[src/rtl/mtr_pkg.sv]
// ----------------------------------------------------------------------------
// mtr_pkg: Mersenne Twister generator shared definitions
// Sizes, constants and the command/status/config types that join the
// controller, datapath and register file.
// ----------------------------------------------------------------------------
`default_nettype none

package mtr_pkg;

	localparam int unsigned STATE_WORDS  = 624;
	localparam int unsigned TWIST_OFFSET = 397;
	localparam int unsigned ADDR_W       = $clog2(STATE_WORDS);
	localparam int unsigned WORD_W       = 32;
	localparam int unsigned PADDR_W      = 4;

	typedef logic [ADDR_W-1:0] addr_t;
	typedef logic [WORD_W-1:0] word_t;

	localparam word_t SEED_MULT  = 32'd1812433253;
	localparam word_t UPPER_BIT  = 32'h8000_0000;
	localparam word_t LOWER_BITS = 32'h7FFF_FFFF;

	// opcode of an input transaction
	localparam logic OP_SEED = 1'b0;
	localparam logic OP_DRAW = 1'b1;

	// which word the datapath reads from the store
	typedef enum logic [1:0] {
		RSEL_CUR,
		RSEL_NXT,
		RSEL_FAR
	} rsel_t;

	typedef struct packed {
		logic  seed_start;
		logic  seed_step;
		logic  ld_cur;
		logic  ld_nxt;
		logic  twist_we;
		logic  ld_zero;
		logic  out_load;
		logic  pos_clear;
		rsel_t rsel;
	} cmd_t;

	typedef struct packed {
		logic seed_last;
	} status_t;

	typedef struct packed {
		word_t      twist_matrix;
		word_t      temper_mask_b;
		word_t      temper_mask_c;
		logic [3:0] temper_first_shift;
	} cfg_t;

endpackage

`default_nettype wire

[src/rtl/mtr_regs.sv]
// ----------------------------------------------------------------------------
// mtr_regs: configuration register file
// APB-style write and read of the twist matrix and tempering parameters.
// ----------------------------------------------------------------------------
`default_nettype none

module mtr_regs (
	input  wire logic                         clk,
	input  wire logic                         arst_n,
	input  wire logic                         psel,
	input  wire logic                         penable,
	input  wire logic                         pwrite,
	input  wire logic [mtr_pkg::PADDR_W-1:0]  paddr,
	input  wire logic [31:0]                  pwdata,
	output logic      [31:0]                  prdata,
	output mtr_pkg::cfg_t                     cfg
);

	localparam logic [1:0] REG_TWIST   = 2'd0;
	localparam logic [1:0] REG_MASK_B  = 2'd1;
	localparam logic [1:0] REG_MASK_C  = 2'd2;
	localparam logic [1:0] REG_SHIFT   = 2'd3;

	localparam mtr_pkg::word_t RST_TWIST  = 32'h9908_B0DF;
	localparam mtr_pkg::word_t RST_MASK_B = 32'h9D2C_5680;
	localparam mtr_pkg::word_t RST_MASK_C = 32'hEFC6_0000;
	localparam logic [3:0]     RST_SHIFT  = 4'd11;

	logic       wr_en;
	logic [1:0] idx;
	mtr_pkg::cfg_t cfg_q;

	assign wr_en = psel & penable & pwrite;
	assign idx   = paddr[3:2];
	assign cfg   = cfg_q;

	always_ff @(posedge clk or negedge arst_n) begin
		if (!arst_n) begin
			cfg_q.twist_matrix       <= RST_TWIST;
			cfg_q.temper_mask_b      <= RST_MASK_B;
			cfg_q.temper_mask_c      <= RST_MASK_C;
			cfg_q.temper_first_shift <= RST_SHIFT;
		end else if (wr_en) begin
			case (idx)
				REG_TWIST:  cfg_q.twist_matrix       <= pwdata;
				REG_MASK_B: cfg_q.temper_mask_b      <= pwdata;
				REG_MASK_C: cfg_q.temper_mask_c      <= pwdata;
				REG_SHIFT:  cfg_q.temper_first_shift <= pwdata[3:0];
				default: ;
			endcase
		end
	end

	always_comb begin
		case (idx)
			REG_TWIST:  prdata = cfg_q.twist_matrix;
			REG_MASK_B: prdata = cfg_q.temper_mask_b;
			REG_MASK_C: prdata = cfg_q.temper_mask_c;
			REG_SHIFT:  prdata = {28'd0, cfg_q.temper_first_shift};
			default:    prdata = '0;
		endcase
	end

endmodule

`default_nettype wire

[config.mk]
export PLATFORM = sky130hd
export DESIGN_NAME = mtr_regs
export DESIGN_NICKNAME = d
export VERILOG_FILES = /design/src/rtl/mtr_pkg.sv /design/src/rtl/mtr_regs.sv
export SDC_FILE = /design/constraint.sdc
export NUM_CORES = 1
export LEC_CHECK = 0
export BUFFER_PORTS_ARGS = -buffer_cell sky130_fd_sc_hd__buf_2
export CAP_MARGIN = 30
export CORE_MARGIN = 4
export CORE_UTILIZATION = 45
export CTS_BUF_LIST = sky130_fd_sc_hd__clkbuf_4
export CTS_CLUSTER_DIAMETER = 30
export DETAILED_ROUTE_END_ITERATION = 8
export PLACE_DENSITY = 0.82
export REMOVE_ABC_BUFFERS = 1
export SLEW_MARGIN = 20
export SYNTH_ARGS = -nofsm -noshare
export SYNTH_HDL_FRONTEND = slang
export SYNTH_SLANG_ARGS = --single-unit
[constraint.sdc]
create_clock -name clk -period 2.9 [get_ports clk]
set_input_delay 0.29 -clock clk [delete_from_list [all_inputs] [get_ports clk]]
set_output_delay 0.29 -clock clk [all_outputs]
set_load 0.01 [all_outputs]
; Yosys cells after proc, flatten, opt, wreduce, memory -nomap -nowiden
; Index checks and enable logic that the tools add are counted.
[totals]
reg_bits = 100
in_bits = 41
output_inout_bits = 132
word_cells = 15
[classes]
eq_ne = 3
muxes = 1
bitwise_logic = 2
reduce_logical = 5
[op_table]
columns = operator, n
row1 = $pmux 32 s4, 1
row2 = $reduce_and 2->1, 4
row3 = $eq 2x2->1 const B, 2
row4 = $and 1x1->1, 2
row5 = $eq 2x1->1 const B, 1
row6 = $logic_not 2->1, 1

; Logic depth before layout (Yosys ltp)
[logic_depth]
word_depth = 3
ltp_mapped = 6
depth_no_buf = 3

; Worst setup path after synthesis
; Ideal clock, no wire load.
[synth_timing]
path_type = input port to output port
startpoint = input paddr[2] in the netlist's numbering
endpoint = output prdata[10]
arrival_ns = 1.259
required_time_ns = 2.610
slack_ns = 1.351
stages = 5
n_path_buf = 3
cell_sequence = buf_6 > buf_4 > buf_2 > mux2i_1 > o21ai_0
[synth_between]
elab_chain_len = 2
elab_cells_between_ends = 5
classes_between = eq/ne (3) / mux (1) / reduce/logical (1)
[synth_lines]
columns = item, line_no
row1 = "start, declared", mtr_regs.sv:13  ; input wire logic [mtr_pkg::PADDR_W-1:0] paddr,
row2 = $eq 2x2->1 (tied with other cells), mtr_regs.sv:55  ; case (idx)
row3 = $pmux 32 s4 *, mtr_regs.sv:55
row4 = "end, declared", mtr_regs.sv:15  ; output logic [31:0] prdata,
; Every way passes the cells marked *; elsewhere a longest branch is shown, timed or not.

; Final worst setup path
[layout_timing]
startpoint = input paddr[3] in the netlist's numbering
endpoint = output prdata[4]
; Same word-level chain as after synthesis.

==> flow_summary.ini <==
[status]
status = complete, no violations

[clock_network]
cts_resized = 0
root_buffer = clkbuf_4
tritoncts = done
clkLatencyLatePin_ns = 0.40
cts_buffer_depth = 2
clk_pin_slew_ns = 0.13
cts_buffers = 9
clkSinkCount = 100
cts_max_level = 3

[yosys]
ys_ff_latch = 100
synth_area_leaders = dfrtp_1 32%, dfstp_2 24%, mux2_2 17%, mux2_4 9.8%, mux2i_1 6.1%
yosysTopAreaCellShare_pct = 31.5
ys_warn_count = 0
muxShareOfSynthArea_pct = 34.9
yosysTopAreaCell = dfrtp_1
yosysSeqAreaShare_pct = 55.5
synthFlopType = dfrtp_1
synth-async-reset-ratio_pct = 100
netlist_area_mm2 = 0.00460
synth-adder-area-share_pct = 0
ys_types = 22
synth_top_family_by_area = multiplexers
synth_xor_area_share_pct = 0
syn_area_per_cell_um2 = 14.5
synthTopCellsByCount = 68 x mux2_2, 58 x dfrtp_1, 42 x dfstp_2, 30 x mux2_4
synth_most_common_cell = mux2_2
synth-simple-area-share_pct = 3.23
synth_edf_count = 0
syn_inst = 318
synth-compound-area-share_pct = 3.04

[timing]
tns_ns = 0
slew_headroom_pct = 50.7
finalCritPeriodShare_pct = 71.3
maxSlewViolCount = 0
period_minus_slack_ns = 2.07
hold_ws_ns = 0.123
worstMarginPinSlew_ns = 0.740
setup_violations = 0
rsz0062_at_grt = no
report.final.hold_viol_count = 0
fmax_ghz = 0.484
skew_ns = 0

[power_and_ir_drop]
power_frac_comb_pct = 31.3
leakage_uw = 0.00287
p_total_uw = 4070
p_seq_share_pct = 51.2
p_per_area_mw_per_mm2 = 710
switching_share_pct = 31.2
p_int_uw = 2800
clkPwrFrac_pct = 17.5
power_switching_uw = 1270
vdd_drop_max_mv = 0.329

[floorplan]
fp.dieH_um = 109
num_rows = 36
core-area_mm2 = 0.00986
start_util_pct = 46.7
io_pins = 173
dieArea_mm2 = 0.0119
die_x_um = 109

[finish]
fin_util_pct = 58.1
final_cell_area_mm2 = 0.00573
syn_to_final_growth_pct = 24.5
largest_reg_flops = 100
antenna_cells = 0
seqCellArea_mm2 = 0.00255
multi_input_area_mm2 = 0.00192
drive_above_1_share_pct = 69.8
num-fill-cells = 794
fin_nets = 530

[worst_setup_path]
critPathKind = in2out
critPathMaxFanout = 36
end_kind = output port
reg2reg_setup_slack_ns = 2.09
crit_arrival_ns = 1.78
timing.rr.end = cfg[7]
reg2regPathDepth = 1
critPathLaunchType = input pin
crit-reg2reg-launch = cfg[7]
cp.required_ns = 2.61

[global_routing]
grt_pass1_wl_um = 17000
overflow = 0
grt_start_max_net_pins = 55
first_global_vias = 3243
grt_usage_pct = 18.3
antenna_found_initial = 0

[route]
postRouteAntennaNets = 0
drtIter0Drc = 99
post_drt_wl_per_cell_um = 17.3
avgViaCountPerCell = 5.08
dr.pass1.iters = 5
drc = 0
num_vias = 3186
wirelength_um = 10800

[worst_hold_path]
hp-start = pwdata[15]
hold_path.class = in2reg
hold_path_end = cfg[51]
min_path_cells = 2

[run]
drv_cap = 0

[placement]
hpwl_um = 7980
gp_congestion = 0.765
placed_area_mm2 = 0.00559
portBuffers = 170
## logic make-up (layout without fill, tap and decap cells)
logic type,count (synthesis),after routing
flip-flops,100,100
buffers and inverters,23,199
AND/OR/NAND/NOR,35,35
AO/OA/AOI/OAI,28,28
multiplexers,132,132
## final cells by class
class / instances / share of cell area [%]
Multi-Input combinational cell: 195 / 33.4
Tap cell: 133 / 2.90
Timing Repair Buffer: 182 / 16.7
Clock buffer: 13 / 1.70
Clock inverter: 3 / 0.655
Sequential cell: 100 / 44.6
Inverter: 1 / 0.0655
## through the flow
stage / setup WS (ns) / cells
2_1_floorplan: 0.607 / 296
6_report: 0.834 / 627
4_1_cts: 0.858 / 627
3_5_place_dp: 0.794 / 610
5_1_grt: 0.752 / 627
3_3_place_gp: 0.836 / 610
## routing by layer
metal  GRT usage [%]  routed length [µm]
met5               0                   0
met4            6.31                 151
met3            3.26                 609
met2            30.7                5390
met1            23.8                4670
## repair_timing
| action | 4_1_cts | 5_1_grt |
|---|---|---|
| hold endpoints to repair | 25 | 0 |
| hold buffers | 1 | 0 |
| endpoints found under the setup margin | 0 | 0 |
| buffers inserted | 0 | 0 |
## worst max path at each step
stage,slack [ns],end,startpoint,depth (start not counted)
after floorplan,0.61,cfg[10],pwrite,3
after global placement,0.84,cfg[19],paddr[3],5
after detailed placement,0.79,cfg[11],paddr[3],5
after CTS,0.86,prdata[4],paddr[3],6
after global routing,0.75,prdata[8],paddr[3],6
final,0.83,prdata[4],paddr[3],6
## layout by cell type, fill, tap and decap left out
cell           netlist  layout
buf_2               10     169
mux2_2              68      68
dfrtp_1             58      58
dfstp_2             42      42
mux2_4              30      30
mux2i_1             28      28
nand2_1             28      28
o21ai_0             28      28
clkbuf_4             0      13
buf_4                1      11
mux4_2               4       4
mux2_1               2       2
clkinv_1             0       2
nor2b_2              0       1
nand3_1              1       1
nor3_4               0       1
inv_2                1       1
or3_2                0       1
nand4_1              1       1
nor2_4               0       1
or2_2                1       1
bufinv_16            0       1
dlygate4sd3_1        0       1
buf_12               0       1
## power groups by stage
| stage | registers, µW | logic [µW] | clock network, µW |
|---|---|---|---|
| detailed placement | 2100 | 1290 | 0 |
| global placement | 2080 | 1260 | 0 |
| CTS | 2080 | 1300 | 742 |
| floorplan | 2220 | 537 | 0 |
| finish | 2080 | 1270 | 711 |
| global route | 2130 | 1380 | 804 |
## worst max-delay path: stages
cell and delay, ns:
buf_2 0.57, nor2b_2 0.29, buf_4 0.24, nand2_1 0.09, o21ai_0 0.10, buf_2 0.18
No activity file was read; power rests on OpenSTA's default activity.
