<file path="config.mk">
export PLATFORM = sky130hd
export DESIGN_NAME = mtr_ctrl
export DESIGN_NICKNAME = d
export VERILOG_FILES = /design/src/rtl/mtr_pkg.sv /design/src/rtl/mtr_ctrl.sv
export SDC_FILE = /design/constraint.sdc
export NUM_CORES = 1
export LEC_CHECK = 0
export BUFFER_PORTS_ARGS = -buffer_cell sky130_fd_sc_hd__buf_4
export CAP_MARGIN = 40
export CORE_AREA = 2 2 39 41
export DETAILED_ROUTE_END_ITERATION = 8
export DIE_AREA = 0 0 41 43
export PLACE_DENSITY = 0.57
export SLEW_MARGIN = 10
export SYNTH_ARGS = -nofsm -noshare
export SYNTH_HDL_FRONTEND = slang
export SYNTH_SLANG_ARGS = --single-unit
</file>
<file path="constraint.sdc">
create_clock -name clk -period 1.85 [get_ports clk]
set_input_delay 0.37 -clock clk [delete_from_list [all_inputs] [get_ports clk]]
set_output_delay 0.37 -clock clk [all_outputs]
set_load 0.005 [all_outputs]
</file>
<file path="src/rtl/mtr_pkg.sv">
// ----------------------------------------------------------------------------
// mtr_pkg: Mersenne Twister generator shared definitions
// Sizes, constants and the command/status/config types that join the
// controller, datapath and register file.
// ----------------------------------------------------------------------------
`default_nettype none

package mtr_pkg;

	localparam int unsigned STATE_WORDS  = 624;
	localparam int unsigned TWIST_OFFSET = 397;
	localparam int unsigned ADDR_W       = $clog2(STATE_WORDS);
	localparam int unsigned WORD_W       = 32;
	localparam int unsigned PADDR_W      = 4;

	typedef logic [ADDR_W-1:0] addr_t;
	typedef logic [WORD_W-1:0] word_t;

	localparam word_t SEED_MULT  = 32'd1812433253;
	localparam word_t UPPER_BIT  = 32'h8000_0000;
	localparam word_t LOWER_BITS = 32'h7FFF_FFFF;

	// opcode of an input transaction
	localparam logic OP_SEED = 1'b0;
	localparam logic OP_DRAW = 1'b1;

	// which word the datapath reads from the store
	typedef enum logic [1:0] {
		RSEL_CUR,
		RSEL_NXT,
		RSEL_FAR
	} rsel_t;

	typedef struct packed {
		logic  seed_start;
		logic  seed_step;
		logic  ld_cur;
		logic  ld_nxt;
		logic  twist_we;
		logic  ld_zero;
		logic  out_load;
		logic  pos_clear;
		rsel_t rsel;
	} cmd_t;

	typedef struct packed {
		logic seed_last;
	} status_t;

	typedef struct packed {
		word_t      twist_matrix;
		word_t      temper_mask_b;
		word_t      temper_mask_c;
		logic [3:0] temper_first_shift;
	} cfg_t;

endpackage

`default_nettype wire

</file>
<file path="src/rtl/mtr_ctrl.sv">
// ----------------------------------------------------------------------------
// mtr_ctrl: generator controller
// Sequences seeding and the read/twist/temper steps of a draw, and owns the
// input stall and the result valid.
// ----------------------------------------------------------------------------
`default_nettype none

module mtr_ctrl (
	input  wire logic              clk,
	input  wire logic              arst_n,
	input  wire logic              cmd_valid,
	input  wire logic              opcode,
	output logic                   cmd_stall,
	output logic                   rsp_valid,
	input  wire logic              rsp_stall,
	input  wire mtr_pkg::status_t  status,
	output mtr_pkg::cmd_t          cmd
);

	typedef enum logic [2:0] {
		S_IDLE,
		S_SEED,
		S_RD_CUR,
		S_RD_NXT,
		S_RD_FAR,
		S_TWIST,
		S_OUT
	} state_t;

	state_t state_q;
	logic   seeded_q;
	logic   rsp_valid_q;
	logic   accept;
	logic   slot_free;

	assign accept    = cmd_valid && (state_q == S_IDLE);
	assign slot_free = !rsp_valid_q || !rsp_stall;
	assign cmd_stall = (state_q != S_IDLE);
	assign rsp_valid = rsp_valid_q;

	always_comb begin
		cmd      = '0;
		cmd.rsel = mtr_pkg::RSEL_CUR;
		case (state_q)
			S_IDLE: begin
				if (accept) begin
					cmd.seed_start = (opcode == mtr_pkg::OP_SEED);
					// the store is not read until seeded, so the result is forced to zero
					cmd.ld_zero    = (opcode == mtr_pkg::OP_DRAW) && !seeded_q;
				end
			end
			S_SEED: begin
				cmd.seed_step = 1'b1;
				cmd.pos_clear = status.seed_last;
			end
			S_RD_CUR: cmd.rsel = mtr_pkg::RSEL_CUR;
			S_RD_NXT: begin
				cmd.rsel   = mtr_pkg::RSEL_NXT;
				cmd.ld_cur = 1'b1;
			end
			S_RD_FAR: begin
				cmd.rsel   = mtr_pkg::RSEL_FAR;
				cmd.ld_nxt = 1'b1;
			end
			S_TWIST: cmd.twist_we = 1'b1;
			S_OUT:   cmd.out_load = slot_free;
			default: ;
		endcase
	end

	always_ff @(posedge clk or negedge arst_n) begin
		if (!arst_n) begin
			state_q     <= S_IDLE;
			seeded_q    <= 1'b0;
			rsp_valid_q <= 1'b0;
		end else begin
			rsp_valid_q <= cmd.out_load | (rsp_valid_q & rsp_stall);
			case (state_q)
				S_IDLE: begin
					if (accept) begin
						if (opcode == mtr_pkg::OP_SEED) begin
							state_q <= S_SEED;
						end else if (seeded_q) begin
							state_q <= S_RD_CUR;
						end else begin
							state_q <= S_OUT;
						end
					end
				end
				S_SEED: begin
					if (status.seed_last) begin
						state_q  <= S_IDLE;
						seeded_q <= 1'b1;
					end
				end
				S_RD_CUR: state_q <= S_RD_NXT;
				S_RD_NXT: state_q <= S_RD_FAR;
				S_RD_FAR: state_q <= S_TWIST;
				S_TWIST:  state_q <= S_OUT;
				S_OUT: begin
					if (slot_free) begin
						state_q <= S_IDLE;
					end
				end
				default: state_q <= S_IDLE;
			endcase
		end
	end

endmodule

`default_nettype wire

</file>
After elaboration in Yosys (flattened, before gate mapping)

Index checks and enable logic that the tools add are counted.

Register bits after elaboration: 5
Bits in latches: 0
Bits in writable memories: 0
Memory bits (read-only): 0
Input port bits: 6
Output and inout port bits: 12
Logic and storage cells: 42
Memories kept: 0

$add $sub $neg: 0
$mul: 0
Divide/modulo/power cells: 0
Magnitude comparators: 0
Eq/ne operators: 9
Shifts and indexed selects: 0
Mux-type cells: 17
Bitwise gates (word level): 3
Reduce and logical (&&, ||, !) cells: 10

Operators with widths:

| kind                 | count |
|---|---|
| $pmux W3 S7          | 1 |
| $mux W3              | 5 |
| $mux W1              | 10 |
| $eq A3 B3 Y1 const B | 3 |
| $eq A3 B2 Y1 const B | 2 |
| $ne A2 B2 Y1 const B | 3 |
| $pmux W2 S2          | 1 |
| $eq A3 B1 Y1 const B | 1 |
| $logic_not A1 Y1     | 3 |
| $logic_not A3 Y1     | 1 |
| $reduce_and A3 Y1    | 1 |
| $reduce_bool A3 Y1   | 1 |
| $logic_and A1 B1 Y1  | 2 |
| $reduce_and A2 Y1    | 1 |
| $and A1 B1 Y1        | 1 |
| $logic_or A1 B1 Y1   | 1 |
| $not A1 Y1           | 1 |
| $or A1 B1 Y1         | 1 |

Logic depth before layout (Yosys ltp)

Depth after elaboration: 4
Gate-level depth with buffers: 4
Depth with buffers taken out: 3

Least setup slack after synthesis

No wires, ideal clock.

Path kind: register to output
Start point: register state_q[1]
End point: output port cmd[9] in the netlist's numbering
Arrival time: 1.089 ns
Data required time: 1.480 ns
Path slack: 0.391 ns
Stages on the path, launching flop included: 4
Buffers on the path: 1
Path through: dfrtp_1 -> buf_6 -> or3_4 -> nor3b_2

RTL lines:

| item                     | RTL line       | text |
|---|---|---|
| start: declaration       | mtr_ctrl.sv:30 | `state_t state_q;` |
| start signal: assignment | mtr_ctrl.sv:73 | `state_q <= S_IDLE;` |
| start signal: assignment | mtr_ctrl.sv:82 | `state_q <= S_SEED;` |
| start signal: assignment | mtr_ctrl.sv:84 | `state_q <= S_RD_CUR;` |
| end: declaration         | mtr_ctrl.sv:17 | `output mtr_pkg::cmd_t cmd` |

==> results.toml <==
[status]
status = "completed"

[final_layout]
drive_gt1_share_pct = 45.8
design.final.nets = 66
n_antenna_cell = 0
nFillCells = 149
seqCellArea_um2 = 126
layout_common_cells = "19 x buf_4, 5 x nand2_1, 4 x nor2_1, 4 x dfrtp_1"
final_common_cell = "buf_4"
area_delta_synth_final_pct = 47.3
multi_input_area_um2 = 181

[global_route]
grt_pass1_wl_mm = 1.16
grt_antenna_before_repair = 0
grt_max_degree = 11
grt_pass1_vias = 292
grt_overflow = 0
grt_usage_pct = 10.2

[timing]
fin_crit_sh_pct = 97.4
skew_ns = 0.000558
fin_worst_hold_slack_ns = 0.367
finalHoldViolations = 0
finalWorstSetupSlack_ns = 0.0489
setup_viol = 0
max_freq_ghz = 0.555
fin_crit_ns = 1.80
slew_viol_final = 0
tightest_slew_ns = 0.258
slew_headroom_pct = 82.7

[worst_setup_path]
timing.rr.end = "seeded_q"
crit_family = "simple AND/OR/NAND/NOR gates"
crit_arrival_ns = 1.43
timing.critical_path.slowest_stage_cell = "dfrtp_2"
critPathCaptureType = "output port"
critical_path.cell_chain = "or3_4 > nor3b_2 > buf_4"
path_max_fanout = 10
critPathMaxStageDelay_ns = 0.46
reg2regPathDepth = 3
crit-reg2reg-launch = "state_q[0]"
cp.buffers_inverters = 1
path_class = "reg2out"
worstSetupStartpointType = "register"
cp.required_ns = 1.48
reg2reg_slack_ns = 0.74

[placed_design]
hpwlAfterDp_um = 637
io_buffers = 17
routabilityCongestion = 0.743
post-place-ws_ns = 0.271

[synthesis]
seq_area_frac_synth_pct = 35.8
ys_warn_count = 0
synth_cell_types = 20
synth_seq_cells = 5
netlist_instances = 39
async_flop_share_pct = 100
synth-main-ff-cell = "dfrtp_1"
synth_area_um2 = 349
syn_avg_cell_area_um2 = 8.95
synth_edf_count = 0
syn_nets = 45

[cts]
cts_setup_buffers = 0
cts-buffers-inserted = 3
tritoncts = "yes"
clk_latency_ns = 0.24
clock_sinks = 5
htree_levels = 1
path_clk_slew_ns = 0.04
clockBufferDepth = 2
clockRootBuffer = "clkbuf_4"

[floorplan]
dieHeight_um = 43
die_area_um2 = 1760
core_area_um2 = 1380
start_util_pct = 25.2
io_pins = 18
num_rows = 14
die_w_um = 41

[worst_hold_path]
hold_class = "in2reg"
whs_endpoint = "rsp_valid"
min_path_cells = 3
holdCritStartpoint = "rsp_stall"

[power]
power.density_nw_per_um2 = 1460
peakVddDrop_mv = 0.778
p_leak_nw = 0.242
finalPower_mw = 0.749

[drt]
detail_route.vias_per_cell = 4.61
ant_nets = 0
firstDrtPassIters = 2
vias = 346
wl_per_cell_um = 10.4
routed_wl_um = 783
first_iter_violations = 3
drc = 0

[job]
drv_cap = 0
report_power, final:
group,total (mW),internal (mW),switching [mW]
Combinational,0.406,0.230,0.176
Clock,0.122,0.0812,0.0403
Sequential,0.222,0.160,0.0617
synthesized netlist by cell type, drive strengths merged, types with 2 or more instances:
cell / count / area, um^2
a21oi: 3 / 15.0
buf: 4 / 35.0
dfrtp: 5 / 125
inv: 2 / 7.51
nand2: 5 / 18.8
nand3: 2 / 10.0
nor2: 4 / 15.0
nor3b: 4 / 40.0
o31a: 2 / 17.5
state kept, by name, indices dropped and copies added, names as in the netlist:
register,cells
seeded_q,1
state_q,3
rsp_valid,1
how the worst max path moves through the flow:
stage | startpoint | endpoint | slack, ns | depth (start not counted)
3_5_place_dp | state_q[0] | cmd[9] | 0.27 | 3
3_3_place_gp | state_q[0] | cmd[9] | 0.30 | 3
6_report | state_q[0] | cmd[9] | 0.05 | 3
2_1_floorplan | state_q[1] | cmd[9] | 0.39 | 3
4_1_cts | state_q[0] | cmd[9] | 0.009 | 3
5_1_grt | state_q[0] | cmd[9] | -0.0002 | 3
worst min-delay path, delay by kind of cell:
kind          cells  cell delay (ns)
simple gates      2             0.11
buf+inv           1             0.09
repair_timing:
action                     in CTS  in global routing
setup endpoints to repair       0                  2
hold endpoints to repair        5                  0
hold buffers                    1                  0
gates resized for setup         0                  1
final cells by class:
cell class | instances | share of cell area (%)
Tap cell | 16 | 3.89
Clock buffer | 4 | 5.11
Multi-Input combinational cell | 28 | 35.3
Sequential cell | 5 | 24.6
Inverter | 2 | 1.46
Timing Repair Buffer | 20 | 29.7
kinds of logic after synthesis:
family                 count (synthesis)  synth area share, %
and+or+nand+nor                       20                 35.5
AOI/OAI and AO/OA                      8                 16.5
buffers and inverters                  6                 12.2
DFF                                    5                 35.8
layer usage:
layer  wire length (um)  share of wire [%]  up-vias  track usage (%)
li1                   -                  -      175                -
met1                339                 43      157             11.8
met2                355                 45       14             14.7
met3                 89                 11        0             6.28
met4                  0                  0        0             4.00
met5                  0                  0        -                0
metrics by stage:
step           utilization [%]  std cells  area [um^2]    TNS, ns
2_1_floorplan                -         39          349          0
3_3_place_gp              34.4         70          477          0
3_5_place_dp              34.4         70          477          0
4_1_cts                   37.1         75          513          0
5_1_grt                   37.2         75          514  -0.000240
6_report                  37.2         75          514          0
No activity file was read; power rests on OpenSTA's default activity.
